$ cat src/hw/rtl/ewa_pkg.sv
// Package for the EVM word ALU: widths, opcodes, datapath commands and types.
package ewa_pkg;

   localparam int LIMB_BITS = 64;
   localparam int NUM_LIMBS = 4;
   localparam int WORD_BITS = LIMB_BITS * NUM_LIMBS;
   localparam int IDX_BITS  = 2;
   localparam int CNT_BITS  = $clog2(2 * WORD_BITS);
   localparam int BIT_BITS  = $clog2(WORD_BITS);

   localparam logic CMD_LOAD = 1'b0;
   localparam logic CMD_EXEC = 1'b1;

   localparam logic [7:0] OP_ADD     = 8'h01;
   localparam logic [7:0] OP_MUL     = 8'h02;
   localparam logic [7:0] OP_SUB     = 8'h03;
   localparam logic [7:0] OP_DIV     = 8'h04;
   localparam logic [7:0] OP_SDIV    = 8'h05;
   localparam logic [7:0] OP_MOD     = 8'h06;
   localparam logic [7:0] OP_SMOD    = 8'h07;
   localparam logic [7:0] OP_ADDMOD  = 8'h08;
   localparam logic [7:0] OP_MULMOD  = 8'h09;
   localparam logic [7:0] OP_EXP     = 8'h0a;
   localparam logic [7:0] OP_SIGNEXT = 8'h0b;
   localparam logic [7:0] OP_LT      = 8'h10;
   localparam logic [7:0] OP_GT      = 8'h11;
   localparam logic [7:0] OP_SLT     = 8'h12;
   localparam logic [7:0] OP_SGT     = 8'h13;
   localparam logic [7:0] OP_EQ      = 8'h14;
   localparam logic [7:0] OP_ISZERO  = 8'h15;
   localparam logic [7:0] OP_AND     = 8'h16;
   localparam logic [7:0] OP_OR      = 8'h17;
   localparam logic [7:0] OP_XOR     = 8'h18;
   localparam logic [7:0] OP_NOT     = 8'h19;
   localparam logic [7:0] OP_BYTE    = 8'h1a;
   localparam logic [7:0] OP_SHL     = 8'h1b;
   localparam logic [7:0] OP_SHR     = 8'h1c;
   localparam logic [7:0] OP_SAR     = 8'h1d;

   localparam logic [3:0] DP_IDLE        = 4'd0;
   localparam logic [3:0] DP_LOAD        = 4'd1;
   localparam logic [3:0] DP_SIMPLE      = 4'd2;
   localparam logic [3:0] DP_CLEAR       = 4'd3;
   localparam logic [3:0] DP_DIV_INIT_U  = 4'd4;
   localparam logic [3:0] DP_DIV_INIT_S  = 4'd5;
   localparam logic [3:0] DP_ADDMOD_INIT = 4'd6;
   localparam logic [3:0] DP_MOD_INIT    = 4'd7;
   localparam logic [3:0] DP_DIV_STEP    = 4'd8;
   localparam logic [3:0] DP_MUL_INIT    = 4'd9;
   localparam logic [3:0] DP_MUL_STEP    = 4'd10;
   localparam logic [3:0] DP_FINISH      = 4'd11;
   localparam logic [3:0] DP_EXP_INIT    = 4'd12;
   localparam logic [3:0] DP_EXP_TAKE    = 4'd13;

   localparam logic [1:0] SRC_AB = 2'd0;
   localparam logic [1:0] SRC_SQ = 2'd1;
   localparam logic [1:0] SRC_RA = 2'd2;

   typedef logic [WORD_BITS-1:0] word_type;

   typedef struct packed {
      logic [3:0]          op;
      logic [1:0]          src;
      logic [7:0]          opcode;
      logic [BIT_BITS-1:0] bit_idx;
      logic [IDX_BITS-1:0] emit_idx;
   } dp_cmd_type;

   typedef struct packed {
      logic b_zero;
      logic c_zero;
      logic b_bit;
   } dp_status_type;

endpackage

$ cat src/hw/rtl/ewa_ctrl.sv
// Sequencer of the EVM word ALU: decodes requests and steps the datapath.
module ewa_ctrl import ewa_pkg::*; (
   input  logic                clock,
   input  logic                reset,
   input  logic                req_valid,
   output logic                req_ready,
   input  logic                req_command,
   input  logic [7:0]          req_opcode,
   output logic                rsp_valid,
   input  logic                rsp_ready,
   output logic [IDX_BITS-1:0] rsp_index,
   output logic                rsp_supported,
   output logic                rsp_last,
   output dp_cmd_type          cmd,
   input  dp_status_type       status
);

   localparam logic [3:0] S_IDLE     = 4'd0;
   localparam logic [3:0] S_DISPATCH = 4'd1;
   localparam logic [3:0] S_MUL      = 4'd2;
   localparam logic [3:0] S_MOD_INIT = 4'd3;
   localparam logic [3:0] S_DIV      = 4'd4;
   localparam logic [3:0] S_FINISH   = 4'd5;
   localparam logic [3:0] S_EXP_SQ   = 4'd6;
   localparam logic [3:0] S_EXP_TAKE = 4'd7;
   localparam logic [3:0] S_EXP_MUL  = 4'd8;
   localparam logic [3:0] S_EMIT     = 4'd9;

   localparam logic [CNT_BITS-1:0] WORD_STEPS   = CNT_BITS'(WORD_BITS - 1);
   localparam logic [CNT_BITS-1:0] DOUBLE_STEPS = CNT_BITS'(2 * WORD_BITS - 1);
   localparam logic [IDX_BITS-1:0] LAST_IDX     = IDX_BITS'(NUM_LIMBS - 1);

   logic [3:0]          state_ff, state_in;
   logic [7:0]          op_ff, op_in;
   logic [CNT_BITS-1:0] cnt_ff, cnt_in;
   logic [CNT_BITS-1:0] limit_ff, limit_in;
   logic [BIT_BITS-1:0] bit_ff, bit_in;
   logic                phase_ff, phase_in;
   logic                sup_ff, sup_in;
   logic [IDX_BITS-1:0] idx_ff, idx_in;

   always_comb begin
      state_in     = state_ff;
      op_in        = op_ff;
      cnt_in       = cnt_ff;
      limit_in     = limit_ff;
      bit_in       = bit_ff;
      phase_in     = phase_ff;
      sup_in       = sup_ff;
      idx_in       = idx_ff;
      cmd          = '0;
      cmd.opcode   = op_ff;
      cmd.bit_idx  = bit_ff;
      cmd.emit_idx = idx_ff;
      req_ready    = 1'b0;
      rsp_valid    = 1'b0;
      case (state_ff)
         S_IDLE: begin
            req_ready = 1'b1;
            if (req_valid) begin
               if (req_command == CMD_LOAD) begin
                  cmd.op = DP_LOAD;
               end else begin
                  op_in    = req_opcode;
                  state_in = S_DISPATCH;
               end
            end
         end
         S_DISPATCH: begin
            sup_in   = 1'b1;
            cnt_in   = '0;
            idx_in   = '0;
            phase_in = 1'b0;
            state_in = S_EMIT;
            case (op_ff)
               OP_MUL, OP_MULMOD: begin
                  if (op_ff == OP_MULMOD && status.c_zero) begin
                     cmd.op = DP_CLEAR;
                  end else begin
                     cmd.op   = DP_MUL_INIT;
                     cmd.src  = SRC_AB;
                     state_in = S_MUL;
                  end
               end
               OP_DIV, OP_MOD: begin
                  if (status.b_zero) begin
                     cmd.op = DP_CLEAR;
                  end else begin
                     cmd.op   = DP_DIV_INIT_U;
                     limit_in = WORD_STEPS;
                     state_in = S_DIV;
                  end
               end
               OP_SDIV, OP_SMOD: begin
                  if (status.b_zero) begin
                     cmd.op = DP_CLEAR;
                  end else begin
                     cmd.op   = DP_DIV_INIT_S;
                     limit_in = WORD_STEPS;
                     state_in = S_DIV;
                  end
               end
               OP_ADDMOD: begin
                  if (status.c_zero) begin
                     cmd.op = DP_CLEAR;
                  end else begin
                     cmd.op   = DP_ADDMOD_INIT;
                     limit_in = DOUBLE_STEPS;
                     state_in = S_DIV;
                  end
               end
               OP_EXP: begin
                  cmd.op   = DP_EXP_INIT;
                  bit_in   = '1;
                  state_in = S_EXP_SQ;
               end
               default: begin
                  if (op_ff inside {OP_ADD, OP_SUB, OP_SIGNEXT, [OP_LT:OP_SAR]}) begin
                     cmd.op = DP_SIMPLE;
                  end else begin
                     cmd.op = DP_CLEAR;
                     sup_in = 1'b0;
                  end
               end
            endcase
         end
         S_MUL: begin
            cmd.op = DP_MUL_STEP;
            cnt_in = cnt_ff + 1'b1;
            if (cnt_ff == WORD_STEPS) begin
               if (op_ff == OP_MUL)
                  state_in = S_FINISH;
               else if (op_ff == OP_MULMOD)
                  state_in = S_MOD_INIT;
               else
                  state_in = S_EXP_TAKE;
            end
         end
         S_MOD_INIT: begin
            // The double-width product already sits in the shift register.
            cmd.op   = DP_MOD_INIT;
            cnt_in   = '0;
            limit_in = DOUBLE_STEPS;
            state_in = S_DIV;
         end
         S_DIV: begin
            cmd.op = DP_DIV_STEP;
            cnt_in = cnt_ff + 1'b1;
            if (cnt_ff == limit_ff)
               state_in = S_FINISH;
         end
         S_FINISH: begin
            cmd.op   = DP_FINISH;
            state_in = S_EMIT;
         end
         S_EXP_SQ: begin
            cmd.op   = DP_MUL_INIT;
            cmd.src  = SRC_SQ;
            cnt_in   = '0;
            phase_in = 1'b0;
            state_in = S_MUL;
         end
         S_EXP_TAKE: begin
            cmd.op = DP_EXP_TAKE;
            if (!phase_ff && status.b_bit) begin
               state_in = S_EXP_MUL;
            end else if (bit_ff == '0) begin
               state_in = S_EMIT;
            end else begin
               bit_in   = bit_ff - 1'b1;
               state_in = S_EXP_SQ;
            end
         end
         S_EXP_MUL: begin
            cmd.op   = DP_MUL_INIT;
            cmd.src  = SRC_RA;
            cnt_in   = '0;
            phase_in = 1'b1;
            state_in = S_MUL;
         end
         S_EMIT: begin
            rsp_valid = 1'b1;
            if (rsp_ready) begin
               idx_in = idx_ff + 1'b1;
               if (idx_ff == LAST_IDX)
                  state_in = S_IDLE;
            end
         end
         default: state_in = S_IDLE;
      endcase
   end

   always_ff @(posedge clock) begin
      if (reset) begin
         state_ff <= S_IDLE;
         op_ff    <= '0;
         cnt_ff   <= '0;
         limit_ff <= '0;
         bit_ff   <= '0;
         phase_ff <= 1'b0;
         sup_ff   <= 1'b0;
         idx_ff   <= '0;
      end else begin
         state_ff <= state_in;
         op_ff    <= op_in;
         cnt_ff   <= cnt_in;
         limit_ff <= limit_in;
         bit_ff   <= bit_in;
         phase_ff <= phase_in;
         sup_ff   <= sup_in;
         idx_ff   <= idx_in;
      end
   end

   assign rsp_index     = idx_ff;
   assign rsp_supported = sup_ff;
   assign rsp_last      = (idx_ff == LAST_IDX);

endmodule

$ cat config.mk
export PLATFORM = sky130hd
export DESIGN_NAME = ewa_ctrl
export DESIGN_NICKNAME = d
export VERILOG_FILES = /design/src/hw/rtl/ewa_pkg.sv /design/src/hw/rtl/ewa_ctrl.sv
export SDC_FILE = /design/constraint.sdc
export NUM_CORES = 1
export LEC_CHECK = 0
export BUFFER_PORTS_ARGS = -buffer_cell sky130_fd_sc_hd__buf_2
export CAP_MARGIN = 0
export CORE_AREA = 2 2 89 91
export CTS_CLUSTER_DIAMETER = 200
export DETAILED_ROUTE_END_ITERATION = 6
export DIE_AREA = 0 0 91 93
export GPL_TIMING_DRIVEN = 0
export PLACE_DENSITY = 0.55
export SYNTH_ARGS = -nofsm -noshare
export SYNTH_HDL_FRONTEND = slang
export SYNTH_SLANG_ARGS = --single-unit
$ cat constraint.sdc
create_clock -name clock -period 5.3 [get_ports clock]
set_input_delay 0.795 -clock clock [delete_from_list [all_inputs] [get_ports clock]]
set_output_delay 0.795 -clock clock [all_outputs]
set_load 0.01 [all_outputs]
### Word-level counts from Yosys, hierarchy flattened

Cells that the tools add are included.

| storage, ports and cells | value |
|---|---|
| flip-flop bits (word level) | 42 |
| bits of input ports | 16 |
| output and inout bits | 30 |

| operators by class | value |
|---|---|
| equal/unequal tests | 35 |
| mux-type cells | 41 |
| magnitude comparators | 2 |
| add/sub/neg operators | 3 |
| reduce and logical (&&, ||, !) cells | 26 |

Operator list:

| kind | count |
|---|---|
| $pmux 9 s2 | 3 |
| $mux 4 | 12 |
| $pmux 4 s9 | 1 |
| $eq 8x3->1 const B | 4 |
| $eq 8x4->1 const B | 4 |
| $pmux 4 s8 | 1 |
| $mux 8 | 3 |
| $pmux 4 s5 | 1 |
| $mux 9 | 2 |
| $eq 4x3->1 const B | 4 |
| $eq 8x2->1 const B | 2 |
| $ne 2x2->1 const B | 8 |
| $pmux 4 s4 | 1 |
| $pmux 8 s2 | 1 |
| $mux 3 | 5 |
| $reduce_or 2->1 | 6 |
| $reduce_bool 2->1 | 5 |
| $add 9x1->9 const B | 1 |
| $eq 9x8->1 const B | 1 |
| $eq 9x9->1 | 1 |
| $eq 4x2->1 const B | 2 |
| $eq 4x4->1 const B | 2 |
| $eq 8x1->1 const B | 1 |
| $ge 8x5->1 const B | 1 |
| 23 further kinds | 35 |

### Depth between registers and ports, before layout

| depth | value |
|---|---|
| word-level depth | 6 |
| gate-level depth with buffers | 8 |
| mapped depth without buffers | 8 |

### Least setup slack after synthesis

No wires, ideal clock.

| timing | value |
|---|---|
| kind | input -> output |
| start point | in status[1] (netlist bit) |
| end point | out cmd[22] (netlist bit) |
| path buffers | 0 |
| stages on the path | 5 |
| path slack | 2.881 ns |
| data arrival time | 1.624 ns |
| path through | nor2b_1 -> o32a_1 -> nor3_1 -> a21oi_1 -> nor2b_1 |

RTL lines:

| element | line | source |
|---|---|---|
| start: declaration | ewa_ctrl.sv:15 | `input dp_status_type status` |
| end: declaration | ewa_ctrl.sv:14 | `output dp_cmd_type cmd,` |

==> summary by stage <==
Drt
For this block, the initial DRC count from the detailed router was 131. The number of optimization iterations in the first detailed-route pass is 4. The total via count after detailed routing is 2184. The aggregate routed wire length is 5890 microns.

The antenna violation net count after detailed routing is 0. The routed length per instance is 13.6 microns. The mean number of vias per cell is 5.06. After detailed routing, the number of remaining DRC violations is 0.

Clock network
In this run, CTS created clock tree buffers numbering 5. The buffer cell driving the clock tree root is sky130_fd_sc_hd__clkbuf_8. The number of buffers on the longest clock path is 2.

The total of cells resized after clock tree synthesis is 0. The number of buffers inserted by post-CTS setup repair is 0. The clock transition time at the flip-flop clock pins of the worst setup and hold paths is 90 ps. The H-tree was split into 2 levels. The insertion delay of the later-clocked pin in the worst-skew pair is 300 ps. TritonCTS built the clock tree. For this design, the CTS-stage hold fixing added 0 buffers. The TritonCTS sink count is 35.

Worst setup path
The worst setup path is launched from a register. The endpoint identified for the worst register-to-register timing path is state_ff[0]. In this run the worst setup path begins at op_ff[4]. The reg2reg setup slack is 3150 ps.

The highest fanout seen on the critical path is 6. The critical path ends at cmd[22]. The data required time of the worst path is 4510 ps. The biggest cell delay along the critical path is 590 ps. The worst setup path is captured at an output port. The number of cells traversed by the worst register-to-register path is 8.

Walking the worst path, the cells encountered are nor4_1 > nand2_1 > nor3_1 > a21oi_1 > nor2b_1 > buf_2. The startpoint identified for the worst register-to-register timing path is cnt_ff[2]. The arrival time reported for the critical path endpoint is 2160 ps.

The critical path start-end classification is reg -> out. The standard cell with the maximum stage delay on the critical path is sky130_fd_sc_hd__nor4_1.

Flow run
Across the run, the number of max-cap violations was 0.

STA
Summed over all failing endpoints, the final setup total negative slack is 0 ps. The tightest hold path in the finished design has a slack of 481 ps. For this run, the top clock speed supported by timing is 338 MHz. Dividing the final minimum period by the clock period gives 55.8%. The worst path in the final design needs a cycle of 2960 ps, including I/O delays and setup.

The setup slack after layout is 2340 ps. The worst clock skew on the final layout is 17.4 ps. The final setup violation count is 0. Measured against its own limit, the worst slew margin works out to 56.2%. Setup repair after global routing left no endpoint under its margin. The slew at the pin closest to its max-slew limit is 652 ps. The number of slew-limit violations in the final report is 0. The final hold violation count is 0.

Layout
The layout filler cell count is 840. The ratio of cells with drive above 1 in the final layout is 25.8%. Once layout is complete, the cells apart from fillers number 432. The antenna diode count is 0. In the final design database the tool counted 350 nets. Compared with the post-synthesis result, the final layout area differs by 20.1%.

Power
The ratio of total power to cell area is 340 nW/um^2. The analysis attributes to cell leakage a power of 1.14 nW. Across the VDD grid, the largest voltage drop is 0.135 mV.

Floorplanning
Once the floorplan was initialized, standard cells occupied 30.7% of the core. The boundary pin count is 46. The die width is 91 microns.

The die area is 8460 sq um. The die boundary height is 93 microns. The total area inside the core boundary comes to 7530 sq um. The standard-cell row count is 32.

Place
At the placement stage, the worst setup path has a slack of 2490 ps. Routability-driven placement finished with a final weighted congestion of 0.916. Once placement completed, the tool counted placed cells totaling 424. Detailed placement finished with a half-perimeter wire length of 4550 microns. The count of input and output buffers is 44.

Logic synthesis
The count of yosys warnings during synthesis is 0. Yosys mapped a number of flops with a built-in enable equal to 0. In this run the biggest area consumer among cell types represents 30.3% of the synthesized area.

The number of nets in the synthesized netlist is 299. Ranked by instance count, the synthesized netlist is headed by 38 x sky130_fd_sc_hd__nor2_1, 35 x sky130_fd_sc_hd__dfxtp_1, 22 x sky130_fd_sc_hd__a21oi_1, 12 x sky130_fd_sc_hd__inv_1, 12 x sky130_fd_sc_hd__xor2_1. Counting flops with an async set or reset pin after synthesis yields a share of 0%. In this run, distinct cell masters in the synthesized netlist total 66.

The portion of the post-synthesis area used by sequential elements is 30.3%. The synthesized area per cell is 8.32 sq um. Ranked by total cell area, the synthesized netlist is headed by sky130_fd_sc_hd__dfxtp_1 30%, sky130_fd_sc_hd__nor2_1 6.2%, sky130_fd_sc_hd__a21oi_1 4.8%. The flip-flop and latch count after synthesis is 35. The area of the mapped netlist is 2310 sq um. The most frequently used cell type in the post-synthesis netlist is sky130_fd_sc_hd__nor2_1. The largest area contributor in the netlist is sky130_fd_sc_hd__dfxtp_1.

Synthesis produced a netlist whose cell count is 278. The most used flip-flop cell after synthesis is sky130_fd_sc_hd__dfxtp_1.

Global route
The initial antenna violation count is 0. The remaining global-route overflow is 0. The wire length of the first global-routing pass is 9950 microns. The global-route usage over all layers is 14.4%. The maximum number of pins on one net before global-route repair is 12. The number of global-route vias before repair came to 2076.

Worst hold path
The tightest min-delay check is of the reg -> reg type.

Run status
The flow ran to the end, and the final reports show no timing, DRC or antenna violations.
-- metal layers --
| metal | track usage, % | vias to the layer above | share of wire, % |
|---|---|---|---|
| met5 | 0 | - | 0 |
| met4 | 5.30 | 0 | 2.2 |
| met3 | 2.74 | 13 | 4.8 |
| met2 | 24.0 | 54 | 45 |
| met1 | 18.6 | 1004 | 48 |
| li1 | - | 1113 | - |
-- cells in the final DEF, fill, tap and decap left out, drive strengths merged, types with 9 or more instances in the layout --
cell type	n
a21oi	23
buf	57
clkbuf	12
dfxtp	35
inv	12
mux2i	10
nand2	9
nor2	38
nor3	11
xor2	12
-- cell type report --
type	instances	area (sq um)	area share, %
Clock inverter	2	35.0	1.26
Buffer	19	126	4.55
Multi-Input combinational cell	212	1440	51.8
Timing Repair Buffer	44	220	7.93
Sequential cell	35	701	25.2
Clock buffer	6	82.6	2.97
Inverter	12	45.0	1.62
Tap cell	102	128	4.59
-- flip-flops by register name, summed over array words and instances, names as in the netlist --
signal	flops
phase_ff	1
rsp_supported	1
rsp_index	2
op_ff	8
limit_ff	2
bit_ff	8
state_ff	4
cnt_ff	9
-- critical path: cells and delay by family, from the launching register on --
family,cells,cell delay (ps)
simple gates,4,1220
flops,1,360
compound gates,1,150
buf+inv,1,140
-- worst min-delay path by stage --
stage                           start          end  slack [ps]  cells after the start
after global routing      limit_ff[7]  limit_ff[7]         510                      2
after global placement    limit_ff[7]  limit_ff[7]         470                      2
after CTS                 limit_ff[7]  limit_ff[7]         490                      2
after floorplan           limit_ff[7]  limit_ff[7]         430                      2
after detailed placement  limit_ff[7]  limit_ff[7]         480                      2
final                     limit_ff[7]  limit_ff[7]         480                      2
-- cells by family after synthesis --
family,after synthesis,share of synthesized area (%)
and+or+nand+nor,113,28.4
AOI/OAI and AO/OA,67,20.2
DFF,35,30.3
buffers and inverters,31,7.41
xor gates and xnor gates,15,5.68
muxes,12,5.30
adders and majority gates,5,2.71
-- through the flow --
| step | power [mW] | cell area, sq um | utilization [%] |
|---|---|---|---|
| 3_3_place_gp | 0.692 | 2660 | 35.3 |
| 2_1_floorplan | 0.591 | 2310 | - |
| 4_1_cts | 0.952 | 2780 | 36.9 |
| 3_5_place_dp | 0.693 | 2660 | 35.3 |
| 5_1_grt | 1.01 | 2780 | 36.9 |
| 6_report | 0.944 | 2780 | 36.9 |
-- where the power goes --
group	internal, mW	switching, mW	total, mW
Clock	0.152	0.106	0.258
Sequential	0.287	0.0246	0.312
Combinational	0.159	0.216	0.375
(Power assumes the default switching activity.)
